`config.mk`:
```
export PLATFORM = sky130hd
export DESIGN_NAME = ogcu_ctrl
export DESIGN_NICKNAME = d
export VERILOG_FILES = /design/src/rtl/ogcu_pkg.sv /design/src/rtl/ogcu_ctrl.sv
export SDC_FILE = /design/constraint.sdc
export NUM_CORES = 1
export LEC_CHECK = 0
export BUFFER_PORTS_ARGS = -buffer_cell sky130_fd_sc_hd__buf_2
export CORE_MARGIN = 2
export CORE_UTILIZATION = 45
export DETAILED_ROUTE_END_ITERATION = 8
export PLACE_DENSITY = 0.76
export SYNTH_ARGS = -nofsm -noshare
export SYNTH_HDL_FRONTEND = slang
export SYNTH_SLANG_ARGS = --single-unit
```
`constraint.sdc`:
```
create_clock -name i_clk -period 2.3 [get_ports i_clk]
set_input_delay 0.345 -clock i_clk [delete_from_list [all_inputs] [get_ports i_clk]]
set_output_delay 0.345 -clock i_clk [all_outputs]
set_load 0.02 [all_outputs]
```
`src/rtl/ogcu_pkg.sv`:
```
// Shared types and constants of the occupancy grid count update core.
package ogcu_pkg;

    localparam int LOG2_SIDE_DEF = 6;

    localparam int ROW_W  = 6;
    localparam int VAL_W  = 16;
    localparam int PROB_W = 17;
    localparam int CNT_W  = 32;
    localparam int PROD_W = PROB_W + VAL_W;

    localparam int CFG_AW = 3;
    localparam int CFG_DW = 17;

    // Shared serial divider: compare-then-shift, one quotient bit per step.
    localparam int DIV_STEPS = 17;
    localparam int QUO_W     = DIV_STEPS;
    localparam int DEN_W     = CNT_W;
    localparam int REM_W     = CNT_W + 1;
    localparam int NUM_W     = 16;

    localparam logic [VAL_W-1:0]  VALUE_MIN_RST     = 16'd1;
    localparam logic [VAL_W-1:0]  VALUE_MAX_RST     = 16'd65535;
    localparam logic [PROB_W-1:0] PROB_MIN_RST      = 17'd655;
    localparam logic [PROB_W-1:0] PROB_MAX_RST      = 17'd64881;
    localparam logic [VAL_W-1:0]  UNKNOWN_VALUE_RST = 16'd0;
    localparam logic [PROB_W-1:0] UNKNOWN_PROB_RST  = 17'd32768;

    typedef enum logic [CFG_AW-1:0] {
        CFG_VALUE_MIN     = 3'd0,
        CFG_VALUE_MAX     = 3'd1,
        CFG_PROB_MIN      = 3'd2,
        CFG_PROB_MAX      = 3'd3,
        CFG_UNKNOWN_VALUE = 3'd4,
        CFG_UNKNOWN_PROB  = 3'd5
    } t_cfg_idx;

    typedef struct packed {
        logic clr_wr;
        logic accept;
        logic update;
        logic div_step;
        logic map;
        logic div2_load;
        logic fin;
    } t_dp_cmd;

    typedef struct packed {
        logic clr_last;
        logic div_last;
        logic direct;
    } t_dp_status;

endpackage

```
`src/rtl/ogcu_ctrl.sv`:
```
// Controller: sequences the clearing pass and the steps of one cell update.
module ogcu_ctrl
    import ogcu_pkg::*;
(
    input  logic       i_clk,
    input  logic       i_rst_n,
    input  logic       i_start,
    input  t_dp_status i_st,
    output t_dp_cmd    o_cmd,
    output logic       o_busy,
    output logic       o_done
);

    typedef enum logic [8:0] {
        S_CLEAR = 9'b0_0000_0001,
        S_IDLE  = 9'b0_0000_0010,
        S_READ  = 9'b0_0000_0100,
        S_DIV1  = 9'b0_0000_1000,
        S_MAP   = 9'b0_0001_0000,
        S_MUL   = 9'b0_0010_0000,
        S_DIV2  = 9'b0_0100_0000,
        S_FIN   = 9'b0_1000_0000,
        S_DONE  = 9'b1_0000_0000
    } t_state;

    t_state r_state, n_state;

    always_comb begin
        n_state = r_state;
        o_cmd   = '0;
        unique case (r_state)
            S_CLEAR: begin
                o_cmd.clr_wr = 1'b1;
                if (i_st.clr_last) begin
                    n_state = S_IDLE;
                end
            end
            S_IDLE: begin
                if (i_start) begin
                    o_cmd.accept = 1'b1;
                    n_state      = S_READ;
                end
            end
            S_READ: begin
                o_cmd.update = 1'b1;
                n_state      = S_DIV1;
            end
            S_DIV1: begin
                o_cmd.div_step = 1'b1;
                if (i_st.div_last) begin
                    n_state = S_MAP;
                end
            end
            S_MAP: begin
                o_cmd.map = 1'b1;
                n_state   = i_st.direct ? S_DONE : S_MUL;
            end
            S_MUL: begin
                o_cmd.div2_load = 1'b1;
                n_state         = S_DIV2;
            end
            S_DIV2: begin
                o_cmd.div_step = 1'b1;
                if (i_st.div_last) begin
                    n_state = S_FIN;
                end
            end
            S_FIN: begin
                o_cmd.fin = 1'b1;
                n_state   = S_DONE;
            end
            S_DONE: begin
                n_state = S_IDLE;
            end
            default: begin
                n_state = S_CLEAR;
            end
        endcase
    end

    always_ff @(posedge i_clk) begin
        if (!i_rst_n) begin
            r_state <= S_CLEAR;
        end else begin
            r_state <= n_state;
        end
    end

    assign o_busy = (r_state != S_IDLE);
    assign o_done = (r_state == S_DONE);

endmodule

```
Yosys cells after proc, flatten, opt, wreduce, memory -nomap -nowiden
Index checks and enable logic that the tools add are counted.

operators by class
  equality and inequality tests = 14
  mux-type cells = 14
  reduce and logical (&&, ||, !) cells = 2

operator list
  operator              count
  $pmux W9 S9           1
  $mux W9               5
  $eq A9 B1 Y1 const B  1
  $eq A9 B2 Y1 const B  1
  $eq A9 B3 Y1 const B  1
  $eq A9 B4 Y1 const B  1
  $eq A9 B5 Y1 const B  1
  $eq A9 B6 Y1 const B  1
  $eq A9 B7 Y1 const B  1
  $eq A9 B8 Y1 const B  1
  $eq A9 B9 Y1 const B  1
  $ne A9 B2 Y1 const B  1
  $mux W1               8
  $ne A2 B2 Y1 const B  4
  $reduce_and A4 Y1     1
  $reduce_or A2 Y1      1

storage, ports and cells
  register bits = 9
  bits of input ports = 6
  output and inout port bits = 9
  logic and storage cells = 31

Longest topological paths before layout
  word-level depth = 3
  mapped depth = 5
  depth with buffers taken out = 4

Worst setup path before layout
Ideal clock, no wire load.

  kind = reg-to-output
  start point = register r_state[8]
  end point = output o_cmd[1] (netlist bit)
  arrival = 1.655 ns
  data required time = 1.955 ns
  setup slack = 0.300 ns
  cell stages (with the launch flop) = 5
  buffers on the path = 1
  cell sequence = dfxtp_1 buf_6 nor4_4 nand2_2 nor4b_1

RTL lines
  what                    line             source
  start, declared         ogcu_ctrl.sv:26  t_state r_state, n_state;
  start signal, assigned  ogcu_ctrl.sv:85  r_state <= n_state;
  end, declared           ogcu_ctrl.sv:9   output t_dp_cmd o_cmd,

==> run summary <==
status = finished clean
Worst setup SP type = register
Final Slew Violations = 0
GPL Wtd Cong = 0.7924
CP max FO = 7
num rows = 13
die height = 41.25 um
top flop regs = r_state (9)
mapped cell area = 624.3 sq um
register area share after synthesis = 28.86%
Switching Fraction = 41.45%
CP arrival = 1820 ps
I/O pin count = 15
fin area = 723.2 sq um
Mapped Cells = 76
core area = 0.001301 sq mm
Tot GR Track Use = 19.38%
worst slack at placement = 375.7 ps
Area contributors post-synth = dfxtp_1, xor2_1, nor2_1
skew final = 6.398 ps
clock transition at the registers of the reported paths = 70 ps
WHS = 257.1 ps
layout cells sized above 1 = 27.47%
Setup Viol. Count Final = 0
H-tree Lvls = 1
DRC viols = 0
Fin. Hold Viols = 0
Vias = 609
1st-pass router iterations = 4
Mapped Nets = 82
ys async rst share = 0%
RR Startpoint = r_state[0]
share of power burned in registers = 37.1%
Worst Tran Pin Value = 468.4 ps
drt total wl = 1.393 mm
ant diodes = 0
HPWL after DPL = 1.070 mm
Post-synth EDFFs = 0
utilization after layout = 55.58%
Port Buf Inserts = 14
Post-CTS Resized = 0
area share of the largest cell type after synthesis = 28.86%
P&R area growth vs syn = 15.83%
drt wl/cell = 13.14 um
Setup crit end kind = output pin
Sw Pwr = 0.2460 mW
clock sinks = 9
critical path class = register to output pin
antenna viol nets, final = 0
Vias/cell = 5.745
Clock Power Share = 21.2%
GRT overflow = 0
Rel. slew slack = 67.96%
Yosys warning count = 0
Fillers = 135
die span in x = 41.25 um
area leader, netlist = dfxtp_1
Crit-path slowest cell = or4b_4
Int Power = 0.3475 mW
most frequent cell after synthesis = dfxtp_1
Critical Path RT = 1960 ps
Max Cap Viol = 0
start point of the critical path = r_state[8]
DRT iter0 DRCs = 18
period utilisation layout = 94.26%
Worst VDD drop = 0.5346 mV
die footprint = 0.001702 sq mm
final worst setup slack = 132.0 ps
Comb pwr share = 41.7%
initial core utilization = 47.98%
area of the multi-input gates = 400.4 sq um
Yosys cell types = 34
sequential cell area = 180.2 sq um
cell chain of the critical path = nor4_4 -> nand2_2 -> or4b_4 -> inv_1 -> buf_2
Largest Register = r_state
cts bufs inserted = 3
Synth Area per Inst = 8.215 sq um
DP Area = 688.2 sq um
Hold Startpoint = i_st[0]
Hold Crit Class = input port to register
first-pass GRT wire length = 2.118 mm
P_leak = 0.3166 nW
TritonCTS clock tree = yes
#FFs+latches synth = 9
max reg flops = 9
vias in the first global route = 485
fmax = 461.3 MHz
CTS Buffer Depth = 2
NumNets Final = 98
Fin Setup TNS = 0 ps
clk root buf = clkbuf_4
crit path time final = 2168 ps
slowest cell delay on critical path = 500 ps
pwr/cell area = 820.7 mW/mm^2
RSZ-0062 raised after global routing = false
initial antenna violation count = 0
pin count of the biggest net entering global routing = 11
worst skew pair latency = 270 ps
top_reg_cell synth = dfxtp_1
synth cell count leaders = dfxtp_1, nor2_1, inv_1, nand3_1
==> cell families (layout without fill, tap and decap cells) <==
logic type | after synthesis | after routing | synth area share, %
flops | 9 | 9 | 28.86
mux | 1 | 1 | 1.603
xor+xnor | 4 | 4 | 5.611
simple gates | 42 | 42 | 44.49
compound gates | 11 | 11 | 12.42
buf+inv | 9 | 24 | 7.014
==> metal layers <==
metal  GRT usage (%)  vias to the layer above  share of wire (%)
li1                -                      312                  -
met1           27.10                      279                 46
met2           29.30                       16                 49
met3           1.630                        2                3.7
met4           9.677                        0                1.7
met5               0                        -                  0
==> worst max-delay path, delay by kind of cell, from the launching register on <==
family	cells	cell delay, ps
buf+inv	2	210
simple gates	3	950
flops	1	390
==> through the flow <==
stage          power (mW)  std cells
6_report           0.5935        106
5_1_grt            0.6368        106
4_1_cts            0.5895        105
3_5_place_dp       0.4640        101
3_3_place_gp       0.4562        101
2_1_floorplan      0.4133         76
==> final cells by class <==
cell class,count,area share (%)
sequential,9,24.91
clock buffer,3,3.114
inverter,5,2.595
timing repair buffer,15,10.73
clock inverter,1,0.6920
tap,15,2.595
multi-input combinational,58,55.36
==> cells in the final DEF, fill, tap and decap left out <==
master / n
o211ai_1: 1
clkbuf_4: 3
buf_2: 14
a21oi_1: 1
buf_4: 1
nand2b_1: 1
a2111oi_0: 1
clkinv_2: 1
nor3_1: 3
nor2_2: 1
nor3b_2: 1
inv_1: 5
o21ai_0: 2
o2111ai_1: 1
o21a_1: 2
dfxtp_1: 9
nand3b_1: 2
nor3_2: 1
nor4b_1: 2
nand2_2: 1
nor2_1: 7
nor4_4: 1
and4b_1: 1
nand2_1: 4
or4b_4: 1
nand3_1: 5
nor3b_1: 3
xor2_1: 4
mux2i_1: 1
o31ai_1: 2
o21bai_1: 1
or3_1: 1
nand4_1: 3
nand4b_1: 2
nor4_1: 2
==> final timing paths <==
kind	cells after the start	end	slack [ps]
setup / recovery	5	o_cmd[2]	130
hold / removal	2	r_state[5]	260
setup reg to reg	4	r_state[8]	440
hold reg to reg	2	r_state[1]	600
==> repair_timing <==
action / in CTS / in global routing
buffers inserted: 0 / 1
endpoints found under the hold margin: 0 / 0
hold buffers: 0 / 0
endpoints found under the setup margin: 0 / 1
==> power groups by stage <==
stage / Clock (mW) / Combinational, mW / Sequential (mW)
after floorplan: 0 / 0.232 / 0.181
after global placement: 0 / 0.233 / 0.223
after detailed placement: 0 / 0.240 / 0.224
after CTS: 0.129 / 0.240 / 0.220
after global routing: 0.135 / 0.273 / 0.229
final: 0.126 / 0.247 / 0.220
(Power assumes the default switching activity.)
